### src/hdl/qvr_pkg.sv
// Shared constants for the quaternion vector rotation pipeline.
// No dependencies; imported by the matrix, multiply-accumulate and rounding stages.
package qvr_pkg;

  // Quaternion components are Q2.n: two integer bits, the rest fraction.
  localparam int unsigned QUAT_INT_BITS = 2;

  // Rows and columns of the rotation matrix.
  localparam int unsigned NUM_AXES = 3;

endpackage

### src/hdl/qvr_round.sv
// Stage 5: rescale, saturate and flag clamping into the output register.
// Depends on qvr_pkg.
module qvr_round import qvr_pkg::*; #(
  parameter int QUAT_WIDTH = 16,
  parameter int VEC_WIDTH  = 24,
  localparam int SW = 2 * QUAT_WIDTH + 3 + VEC_WIDTH + 2
) (
  input  logic                       clk,
  input  logic                       rst_n,
  input  logic                       up_valid,
  output logic                       up_stall,
  input  logic signed [SW-1:0]       acc [NUM_AXES],
  output logic                       dn_valid,
  input  logic                       dn_stall,
  output logic signed [VEC_WIDTH-1:0] rot [NUM_AXES],
  output logic                       clamped
);

  localparam int FRAC = QUAT_WIDTH - QUAT_INT_BITS;
  localparam int SHW  = SW - 2 * FRAC;
  localparam logic signed [VEC_WIDTH-1:0] VMAX = {1'b0, {(VEC_WIDTH-1){1'b1}}};
  localparam logic signed [VEC_WIDTH-1:0] VMIN = {1'b1, {(VEC_WIDTH-1){1'b0}}};

  logic adv5;
  logic vld_r;
  logic clamped_r;
  logic signed [VEC_WIDTH-1:0] rot_r [NUM_AXES];

  logic signed [SHW-1:0]       scaled  [NUM_AXES];
  logic signed [VEC_WIDTH-1:0] rot_nxt [NUM_AXES];
  logic [NUM_AXES-1:0]         ovf;

  assign adv5     = !vld_r || !dn_stall;
  assign up_stall = !adv5;
  assign dn_valid = vld_r;
  assign rot      = rot_r;
  assign clamped  = clamped_r;

  // The value fits when all bits above the result's sign bit match it.
  always_comb begin
    for (int r = 0; r < NUM_AXES; r++) begin
      scaled[r] = SHW'(acc[r] >>> (2 * FRAC));
      ovf[r]    = !((&scaled[r][SHW-1:VEC_WIDTH-1]) || !(|scaled[r][SHW-1:VEC_WIDTH-1]));
      if (ovf[r]) begin
        rot_nxt[r] = scaled[r][SHW-1] ? VMIN : VMAX;
      end else begin
        rot_nxt[r] = scaled[r][VEC_WIDTH-1:0];
      end
    end
  end

  always_ff @(posedge clk) begin
    if (!rst_n) begin
      vld_r <= 1'b0;
    end else if (adv5) begin
      vld_r <= up_valid;
    end
  end

  always_ff @(posedge clk) begin
    if (adv5 && up_valid) begin
      rot_r     <= rot_nxt;
      clamped_r <= |ovf;
    end
  end

  a_clamp_at_limit: assert property (@(posedge clk) disable iff (!rst_n)
    vld_r && clamped_r |->
      (rot_r[0] == VMAX || rot_r[0] == VMIN || rot_r[1] == VMAX ||
       rot_r[1] == VMIN || rot_r[2] == VMAX || rot_r[2] == VMIN))
    else $error("clamp flag set with no component at a limit");

endmodule

### config.mk
export PLATFORM = sky130hd
export DESIGN_NAME = qvr_round
export DESIGN_NICKNAME = d
export VERILOG_FILES = /design/src/hdl/qvr_pkg.sv /design/src/hdl/qvr_round.sv
export SDC_FILE = /design/constraint.sdc
export NUM_CORES = 1
export LEC_CHECK = 0
export BUFFER_PORTS_ARGS = -buffer_cell sky130_fd_sc_hd__buf_2
export CORE_AREA = 2 2 101 103
export CTS_BUF_LIST = sky130_fd_sc_hd__clkbuf_8
export DETAILED_ROUTE_END_ITERATION = 8
export DIE_AREA = 0 0 103 105
export PLACE_DENSITY = 0.67
export SYNTH_ARGS = -nofsm -noshare
export SYNTH_HDL_FRONTEND = slang
export SYNTH_SLANG_ARGS = --single-unit
### constraint.sdc
create_clock -name clk -period 5.51 [get_ports clk]
set_input_delay 0.551 -clock clk [delete_from_list [all_inputs] [get_ports clk]]
set_output_delay 0.551 -clock clk [all_outputs]
set_load 0.005 [all_outputs]
Word-level counts from Yosys, hierarchy flattened. Index checks and enable logic that the tools add are counted.

Register bits: 74. Input bits: 187.

Multiplexer cells: 6. Reduce and logical (&&, ||, !) cells: 21.

Operator list (number): 24-bit two-way mux (6); 10-bit AND reduction (3); 10-bit OR reduction (3); 1-bit zero test (9); 1-bit logical OR (4); 3-bit OR reduction (1); 1-bit logical AND (1).

Depth between registers and ports, before layout. Gate-level depths: netlist of run 1.

Depth in word-level cells: 5. Gate-level depth with buffers: 5. Gate-level depth less buffers: 4.

Least setup slack after synthesis of run 1. Ideal clock, no wire load.

Kind: input port to flip-flop. Start: in dn_stall. End: reg clamped_r, in the netlist clamped (enable). Library setup time: 0.513 ns. Data arrival time: 3.991 ns. Data required time: 4.997 ns. Slack: 1.006 ns. Stages on the path: 2. Path buffers: 0. Cell sequence: and2_1 nor2b_1.

Cells in the longest elaborated chain, start to end: 3.

Ends and longest elaborated chain: start: declaration (RTL line qvr_round.sv:14) `input logic dn_stall,`; 1-bit zero test (RTL line qvr_round.sv:33) `assign adv5 = !vld_r || !dn_stall;`; 1-bit logical OR (RTL line qvr_round.sv:33); 1-bit logical AND (RTL line qvr_round.sv:61) `if (adv5 && up_valid) begin`; end signal: assignment (RTL line qvr_round.sv:63) `clamped_r <= |ovf;`; end: declaration (RTL line qvr_round.sv:26) `logic clamped_r;`.

No other way between the ends. A chain may end at the register's enable or synchronous reset.

Worst setup path in the final report of run 1.
Start: in dn_stall. End: reg rot_r (netlist bit rot[60]) (enable).

Cells in the longest elaborated chain, start to end: 3.

Ends and longest elaborated chain: 1-bit zero test (RTL line qvr_round.sv:33); 1-bit logical OR (RTL line qvr_round.sv:33); 1-bit logical AND (RTL line qvr_round.sv:61); end signal: assignment (RTL line qvr_round.sv:62) `rot_r <= rot_nxt;`; end: declaration (RTL line qvr_round.sv:27) `logic signed [VEC_WIDTH-1:0] rot_r [NUM_AXES];`.

No other way between the ends.

==> reports/metrics.csv, run 1 <==
metric;value;unit
family with the most delay on the worst path;simple AND/OR/NAND/NOR gates;
Syn Std Cell Area;3180;µm²
Slowest-stage cell, CP;nor2b_4;
final WL;7510;µm
nature of the critical path startpoint;input port;
Synth area leaders;edfxtp_1 69%, a21o_1 15%, buf_6 2.8%;
required time worst endpoint;5.49;ns
unrepaired setup endpoints after global routing;false;
Pins Over Slew Limit;0;
post-synth top area share;0.690;
worst setup margin;3.30;ns
power per cell area;290;nW/µm²
Post-CTS Hold Fix Bufs;0;
area leader, netlist;edfxtp_1;
number of flops mapped to enable cells by yosys;73;
Leak;2.09;nW
peak supply drop;0.152;mV
width of the die;103;µm
asr flop ratio synth;0;
1st-iter DRT viols;75;
Setup Fix Bufs, Post-CTS;0;
hold path endpoint;dn_valid$_SDFFE_PN0N_;
element type at the critical path end;flop;
placed cells;486;
final setup fails;0;
starting density of the core;0.330;
outcome;finished, final reports clean;
wire per inst;15.0;µm
RD Place Congestion;0.697;
worst-path maximum fanout;40;
clk_lat worst skew;0.34;ns
Fill cells;939;
Crit Path Class;in2reg;
mean post-synth cell area;16.8;µm²
clock sink total;74;
fin crit share;0.401;
Clk pin slew, worst setup/hold paths;0.08;ns
Top Ports;262;
CP cell instances;buf_2, and2_1, nor2b_4, buf_4;
TritonCTS Buffers;9;
Core Region;9640;µm²
Reg2Reg Setup Slack;3.30;ns
fmax;453;MHz
Post-Synthesis Cells;189;
RR Endpoint;rot[60]$_DFFE_PP_;
count of cell types in the netlist;24;
Syn. warnings;0;
vias in the first global route;2370;
first-pass GRT wire length;11600;µm
grt total ovfl;0;
syn_nets;376;
Final Hold Vio Count;0;
Hold WC Path Type;in2reg;
hold wc startpoint;rst_n;
Crit path largest cell delay;0.72;ns
Rows;36;
hold path depth;2;
placed wire-length estimate;5390;µm
Area Overhead vs Synth;36.3;%
Max Buffers Root-to-Sink;2;
pin count of the biggest net entering global routing;41;
Worst-Margin Slew;1.00;ns
gr usage total;0.141;
Worst R2R Start;dn_valid$_SDFFE_PN0N_;
pre-CTS setup slack;2.90;ns
initial antenna violation count;0;
Die Area;10800;µm²
Post-synth top cells;73 x edfxtp_1, 63 x a21o_1, 8 x buf_6;
Layout Cells excl Fill;502;
Seq cells post-synth;74;
register area share after synthesis;0.696;
Clock Tree Root;clkbuf_8;
post-layout minimum cycle time;2.21;ns
crit path buf inv count;2;
die height;105;µm
Synth Flop Type;edfxtp_1;
maxcap violations;0;
TritonCTS clock tree;built;
ANT nets after route;0;
most common cell in the netlist;edfxtp_1;
layout cells sized above 1;0.585;
DRC;0;
via count;2299;
R2R depth;3;
# diodes;0;
htree depth;3;
IO Port Bufs;177;
setup_tns;0;ns
relative slew slack;0.332;
fin nets;551;
iteration count of the initial detailed-routing pass;4;
Via density;4.58;
Clock Skew;0.00568;ns
critical path arrival;2.19;ns
post-CTS sizing;0;
[logic make-up (layout without fill, tap and decap cells)]
kind of cell           Yosys count  after routing  synth area share
buffers and inverters           15            195            0.0437
and+or+nand+nor                 26             26            0.0717
DFF                             74             74             0.696
AOI/OAI and AO/OA               74             74             0.189
[registers in the layout, summed over array words and instances (netlist names)]
name,count
clamped,1
rot,72
dn_valid,1
[worst max-delay path by stage]
stage                               start           endpoint  slack, ns  depth (start not counted)
floorplan                        dn_stall  clamped$_DFFE_PP_       1.01                          2
global placement                 dn_stall  rot[52]$_DFFE_PP_       2.93                          4
detailed placement               dn_stall  rot[52]$_DFFE_PP_       2.90                          4
CTS                 dn_valid$_SDFFE_PN0N_  rot[60]$_DFFE_PP_       3.25                          3
global route        dn_valid$_SDFFE_PN0N_  rot[60]$_DFFE_PP_       3.13                          3
finish                           dn_stall  rot[60]$_DFFE_PP_       3.30                          4
[layer usage]
metal / vias to the layer above / wire length (µm) / track usage
met5: - / 0 / 0
met4: 0 / 112 / 0.0648
met3: 10 / 866 / 0.0542
met2: 134 / 3340 / 0.217
met1: 1066 / 3190 / 0.174
li1: 1089 / - / -
[stage by stage]
| step | utilization | power [W] | hold slack (ns) | cell area (µm²) |
|---|---|---|---|---|
| final | 0.450 | 0.00126 | 0.406 | 4330 |
| after global routing | 0.450 | 0.00131 | 0.381 | 4330 |
| after CTS | 0.450 | 0.00128 | 0.375 | 4330 |
| after detailed placement | 0.427 | 0.000811 | 0.662 | 4110 |
| after global placement | 0.427 | 0.000809 | 0.640 | 4110 |
| after floorplan | - | 0.000732 | 0.622 | 3180 |
[final cells by class]
cell class | instances | area [µm²] | area share
Timing Repair Buffer | 179 | 901 | 0.208
Tap cell | 133 | 166 | 0.0384
Clock inverter | 7 | 95.1 | 0.0219
Sequential cell | 74 | 2210 | 0.511
Clock buffer | 9 | 124 | 0.0286
Multi-Input combinational cell | 100 | 835 | 0.193
[cell usage in the layout, fill, tap and decap left out]
master | Yosys | layout
o21a_1 | 1 | 1
clkinvlp_4 | 0 | 3
nor2_1 | 3 | 3
nand3_2 | 2 | 2
nor4_4 | 2 | 2
nand3_1 | 1 | 1
a21o_2 | 6 | 6
o31ai_4 | 2 | 2
nand2_1 | 3 | 3
dfxtp_1 | 1 | 1
a311oi_2 | 1 | 1
bufinv_16 | 0 | 2
nor2b_4 | 2 | 3
and2_1 | 1 | 1
nor4_2 | 4 | 4
clkinv_4 | 0 | 1
a21o_1 | 63 | 63
buf_4 | 2 | 2
buf_2 | 2 | 177
clkbuf_8 | 0 | 9
nand4_1 | 6 | 6
nor3_2 | 1 | 1
inv_1 | 0 | 1
a31o_2 | 1 | 1
edfxtp_1 | 73 | 73
[power breakdown]
part	total (W)	internal [W]	switching (W)
logic	0.000132	0.0000657	0.0000665
registers	0.000664	0.000657	0.00000688
clock network	0.000462	0.000254	0.000208
No activity file was read; power rests on OpenSTA's default activity.
==> run 2: changes to the inputs <==
==> constraint.sdc (replaced) <==
create_clock -name clk -period 2.2 [get_ports clk]
set_input_delay 0.22 -clock clk [delete_from_list [all_inputs] [get_ports clk]]
set_output_delay 0.22 -clock clk [all_outputs]
set_load 0.005 [all_outputs]
==> run 2 against run 1 <==
Against the previous run: sequential power rose to 2.5 times the previous value; routed wire length rose by 5.0%; power rose to 2.6 times the previous value; sequential share of layout area fell by 0.45 points; largest cell class unchanged.
==> reports/metrics.csv, run 2 (synthesis results as in run 1) <==
metric;value;unit;change
outcome;finished, final reports clean;;
Leak;2.11;nW;+1.2%
nature of the critical path startpoint;flop;;
RR Endpoint;rot[43]$_DFFE_PP_;;
Pins Over Slew Limit;0;;unchanged
fin nets;553;;+0.36%
critical path arrival;1.37;ns;-0.82 ns
grt total ovfl;0;;unchanged
fin crit share;0.624;;
Max Buffers Root-to-Sink;2;;unchanged
# diodes;0;;unchanged
Area after DPL;4140;µm²;+0.67%
Worst-Margin Slew;0.725;ns;-0.277 ns
initial antenna violation count;0;;unchanged
gr usage total;0.143;;+0.00207
most frequent cells in the layout;177 x buf_2, 73 x edfxtp_1, 63 x a21o_1;;
setup_tns;0;ns;unchanged
Worst R2R Start;dn_valid$_SDFFE_PN0N_;;
starting density of the core;0.330;;unchanged
wire per inst;15.7;µm;+4.8%
pre-CTS setup slack;0.405;ns;-2.49 ns
Setup Fix Bufs, Post-CTS;0;;unchanged
via count;2317;;+0.78%
hold path endpoint;dn_valid$_SDFFE_PN0N_;;
Top Ports;262;;unchanged
htree depth;3;;unchanged
placed cells;488;;+0.41%
power per cell area;741;nW/µm²;+160%
Core Region;9640;µm²;unchanged
final setup fails;0;;unchanged
post-CTS sizing;0;;unchanged
hold wc startpoint;rst_n;;
Reg2Reg Setup Slack;0.83;ns;-2.47 ns
unrepaired setup endpoints after global routing;false;;
element type at the critical path end;flop;;
required time worst endpoint;2.20;ns;-3.29 ns
TritonCTS Buffers;9;;unchanged
peak supply drop;0.326;mV;+110%
RD Place Congestion;0.715;;+2.5%
Clk pin slew, worst setup/hold paths;0.07;ns;about the same
maxcap violations;0;;unchanged
vias in the first global route;2336;;-1.4%
1st-iter DRT viols;46;;-39%
Post-CTS Hold Fix Bufs;0;;unchanged
first-pass GRT wire length;11600;µm;about the same
DRC;0;;unchanged
Rows;36;;unchanged
fmax;729;MHz;
Clock Tree Root;clkbuf_8;;
placed wire-length estimate;5710;µm;+6.0%
worst setup margin;0.828;ns;-2.47 ns
max reg flops;72;;unchanged
iteration count of the initial detailed-routing pass;4;;unchanged
Final Cell Area;4370;µm²;+0.90%
Hold WC Path Type;in2reg;;
clock sink total;74;;unchanged
Final Hold Vio Count;0;;unchanged
clk_lat worst skew;0.34;ns;about the same
final WL;7890;µm;+5.0%
Crit Path Class;reg2reg;;
pin count of the biggest net entering global routing;74;;+80%
Via density;4.61;;+0.58%
die height;105;µm;unchanged
post-layout minimum cycle time;1.37;ns;
Die Area;10800;µm²;unchanged
most common cell after layout, fill and taps aside;buf_2;;
ANT nets after route;0;;unchanged
worst-path maximum fanout;73;;+83%
hold path depth;2;;unchanged
Clock Skew;0.00482;ns;-0.000859 ns
relative slew slack;0.517;;+0.185
width of the die;103;µm;unchanged
R2R depth;3;;unchanged
Area Overhead vs Synth;37.6;%;
Layout Cells excl Fill;503;;+0.20%
TritonCTS clock tree;built;;
layout cells sized above 1;0.586;;+0.00112
IO Port Bufs;177;;unchanged
Fill cells;925;;-1.5%
## run 2: worst max-delay path by stage
stage / startpoint / to / slack (ns) / depth (start not counted)
2_1_floorplan: dn_valid$_SDFFE_PN0N_ / clamped$_DFFE_PP_ / 0.19 / 2
3_3_place_gp: acc[119] / rot[30]$_DFFE_PP_ / 0.42 / 5
3_5_place_dp: acc[119] / rot[35]$_DFFE_PP_ / 0.41 / 5
4_1_cts: acc[119] / rot[35]$_DFFE_PP_ / 0.80 / 5
5_1_grt: acc[119] / rot[35]$_DFFE_PP_ / 0.71 / 5
6_report: dn_valid$_SDFFE_PN0N_ / rot[43]$_DFFE_PP_ / 0.83 / 3
## run 2: area by class of cell
| class | instances | area (µm²) | share of cell area |
|---|---|---|---|
| well taps | 133 | 166 | 0.0381 |
| clock buffers | 9 | 124 | 0.0283 |
| flip-flops and latches | 74 | 2210 | 0.506 |
| clock inverters | 6 | 106 | 0.0243 |
| repair buffers | 181 | 928 | 0.212 |
| multi-input cells | 100 | 835 | 0.191 |
## run 2: per-stage QoR
stage	utilization	power [W]	hold slack [ns]
floorplan	-	0.00183	0.338
global placement	0.430	0.00203	0.421
detailed placement	0.430	0.00204	0.433
CTS	0.454	0.00329	0.0475
global route	0.454	0.00338	0.0658
finish	0.454	0.00324	0.0761
## run 2: per-layer routing
metal / up-vias / track usage / share of wire
li1: 1094 / - / -
met1: 1073 / 0.162 / 0.41
met2: 139 / 0.236 / 0.45
met3: 11 / 0.0649 / 0.12
met4: 0 / 0.0508 / 0.015
met5: - / 0 / 0
## run 2: critical path: stages (launching register included)
cell and delay [ns]:
dfxtp_1 0.31, and2_1 0.17, nor2b_4 0.14, buf_12 0.32
## run 2: where the power goes
| group | total (W) | leakage (nW) | internal [W] | switching (W) |
|---|---|---|---|---|
| clock | 0.00124 | 0.113 | 0.000741 | 0.000495 |
| combinational | 0.000339 | 1.29 | 0.000168 | 0.000171 |
| sequential | 0.00167 | 0.713 | 0.00165 | 0.0000193 |
==> run 3: changes to the inputs <==
==> constraint.sdc (replaced) <==
create_clock -name clk -period 1.37 [get_ports clk]
set_input_delay 0.137 -clock clk [delete_from_list [all_inputs] [get_ports clk]]
set_output_delay 0.137 -clock clk [all_outputs]
set_load 0.005 [all_outputs]
==> run 3 against run 2 <==
Against the previous run: critical path depth is 1 higher; largest cell class unchanged; sequential share of layout area fell by 1.1 points; sequential power increased by 60%; highest routed layer unchanged; first-iteration DRC count rose by 46%; core utilization is 1.0 points higher; critical endpoint is now clamped$_DFFE_PP_; design area is 2.3% higher; via count up 2.5%.
==> reports/metrics.csv, run 3 (synthesis results as in run 1) <==
metric;value;unit;change
most frequent cells in the layout;177 x buf_2, 73 x edfxtp_1, 63 x a21o_1;;
width of the die;103;µm;unchanged
sequential share of power;0.554;;+0.040
Post-Route M1 WL;3220;µm;-1.6%
Tot Pwr;0.00482;W;+49%
clock sink total;74;;unchanged
element type at the critical path end;flop;;
fin crit share;0.942;;
placed wire-length estimate;5860;µm;+2.5%
Sw Pwr;0.00120;W;+75%
Clock Power Share;0.326;;-0.055
final WL;7950;µm;+0.81%
final setup fails;0;;unchanged
fmax;775;MHz;
CP cell instances;buf_2, nand4_1, o31ai_4, nand3_1;;
Routed met2 length;3670;µm;+2.7%
post-layout util;0.464;;+0.0103
CP Launch Point;acc[182];;
power per cell area;1080;nW/µm²;+46%
first-pass GRT wire length;12000;µm;+3.3%
Clock Tree Root;clkbuf_8;;
post-CTS sizing;0;;unchanged
Max Buffers Root-to-Sink;2;;unchanged
grt total ovfl;0;;unchanged
wire per inst;15.4;µm;-1.7%
Pins Over Slew Limit;0;;unchanged
pre-CTS setup slack;-0.322;ns;-0.727 ns
Area Overhead vs Synth;40.7;%;
unrepaired setup endpoints after global routing;true;;
Clock Skew;0.0109;ns;+0.00611 ns
DR WL met3;968;µm;+4.5%
pin count of the biggest net entering global routing;43;;-42%
Clk pin slew, worst setup/hold paths;0.09;ns;+0.02 ns
Final Hold Vio Count;0;;unchanged
TritonCTS clock tree;built;;
clk_lat worst skew;0.35;ns;about the same
initial antenna violation count;0;;unchanged
die height;105;µm;unchanged
maxcap violations;0;;unchanged
# diodes;0;;unchanged
max reg flops;72;;unchanged
power share of the combinational group;0.120;;+0.015
peak supply drop;0.423;mV;+30%
Fill cells;936;;+1.2%
htree depth;3;;unchanged
sw frac;0.249;;+0.0377
Die Area;10800;µm²;unchanged
internal power;0.00362;W;+42%
IO Port Bufs;177;;unchanged
1st-iter DRT viols;67;;+46%
hold wc startpoint;up_valid;;
nature of the critical path startpoint;input port;;
setup_tns;0;ns;unchanged
TritonCTS Buffers;9;;unchanged
outcome;finished, final reports clean;;
iteration count of the initial detailed-routing pass;4;;unchanged
Worst-Margin Slew;0.962;ns;+0.237 ns
required time worst endpoint;1.43;ns;-0.77 ns
via count;2375;;+2.5%
DRC;0;;unchanged
Top Ports;262;;unchanged
ANT nets after route;0;;unchanged
Rows;36;;unchanged
Core Region;9640;µm²;unchanged
placed cells;499;;+2.3%
fin nets;565;;+2.2%
worst-path maximum fanout;24;;-67%
Hold WC Path Type;in2reg;;
critical path arrival;1.35;ns;-0.02 ns
layout cells sized above 1;0.606;;+0.0193
highest routed layer;met4;;
vias in the first global route;2323;;-0.56%
Layout Cells excl Fill;516;;+2.6%
Crit Path Class;in2reg;;
most common cell after layout, fill and taps aside;buf_2;;
Worst R2R Start;dn_valid$_SDFFE_PN0N_;;
post-layout minimum cycle time;1.29;ns;
relative slew slack;0.359;;-0.158
gr usage total;0.148;;+0.00448
RD Place Congestion;0.740;;+3.6%
Crit path largest cell delay;0.84;ns;+0.52 ns
Leak;2.16;nW;+2.3%
Slowest-stage cell, CP;o31ai_4;;
worst setup margin;0.0798;ns;-0.748 ns
starting density of the core;0.330;;unchanged
Via density;4.60;;about the same
[run 3: cell count changes in the layout (fill, tap and decap cells not counted), sizes merged]
cell,change
buf,+11
bufinv,-3
clkinvlp,+1
dlygate4sd3,+1
inv,+3
[run 3: critical path, delay by kind of cell]
family	cells	cell delay (ns)
AND/OR/NAND/NOR	2	0.26
buffers and inverters	1	0.11
AO/OA/AOI/OAI	1	0.84
[run 3: stage by stage]
stage,hold slack [ns],cell area (µm²)
after CTS,0.0000400,4470
after global placement,0.339,4280
after floorplan,0.254,3190
after detailed placement,0.357,4280
final,0.0249,4470
after global routing,0.000130,4470
[run 3: path summary, 6_finish.rpt]
check / cells after the start / slack, ns / end
setup / recovery: 4 / 0.08 / clamped$_DFFE_PP_
hold / removal: 2 / 0.02 / dn_valid$_SDFFE_PN0N_
setup reg to reg: 3 / 0.13 / rot[16]$_DFFE_PP_
hold reg to reg: 2 / 0.63 / dn_valid$_SDFFE_PN0N_
[run 3: cell type report]
| class | instances | area, µm² | share of cell area |
|---|---|---|---|
| Sequential cell | 74 | 2210 | 0.495 |
| Timing Repair Buffer | 193 | 1070 | 0.240 |
| Multi-Input combinational cell | 100 | 837 | 0.187 |
| Tap cell | 133 | 166 | 0.0372 |
| Clock buffer | 9 | 124 | 0.0277 |
| Clock inverter | 7 | 58.8 | 0.0132 |
[run 3: metal layers]
layer,vias to the layer above,track usage
met4,0,0.0564
li1,1121,-
met1,1108,0.172
met5,-,0
met2,136,0.236
met3,10,0.0669
[run 3: repair_timing]
item / in CTS / in global routing
hold buffers: 1 / 0
endpoints found under the hold margin: 1 / 0
setup buffers: 0 / 0
setup endpoints to repair: 0 / 1
[run 3: power groups by stage]
stage               combinational (W)  clock [W]  sequential (W)
global route                 0.000638    0.00175         0.00269
finish                       0.000578    0.00157         0.00267
detailed placement           0.000581          0         0.00273
floorplan                    0.000190          0         0.00275
global placement             0.000570          0         0.00272
CTS                          0.000587    0.00166         0.00268
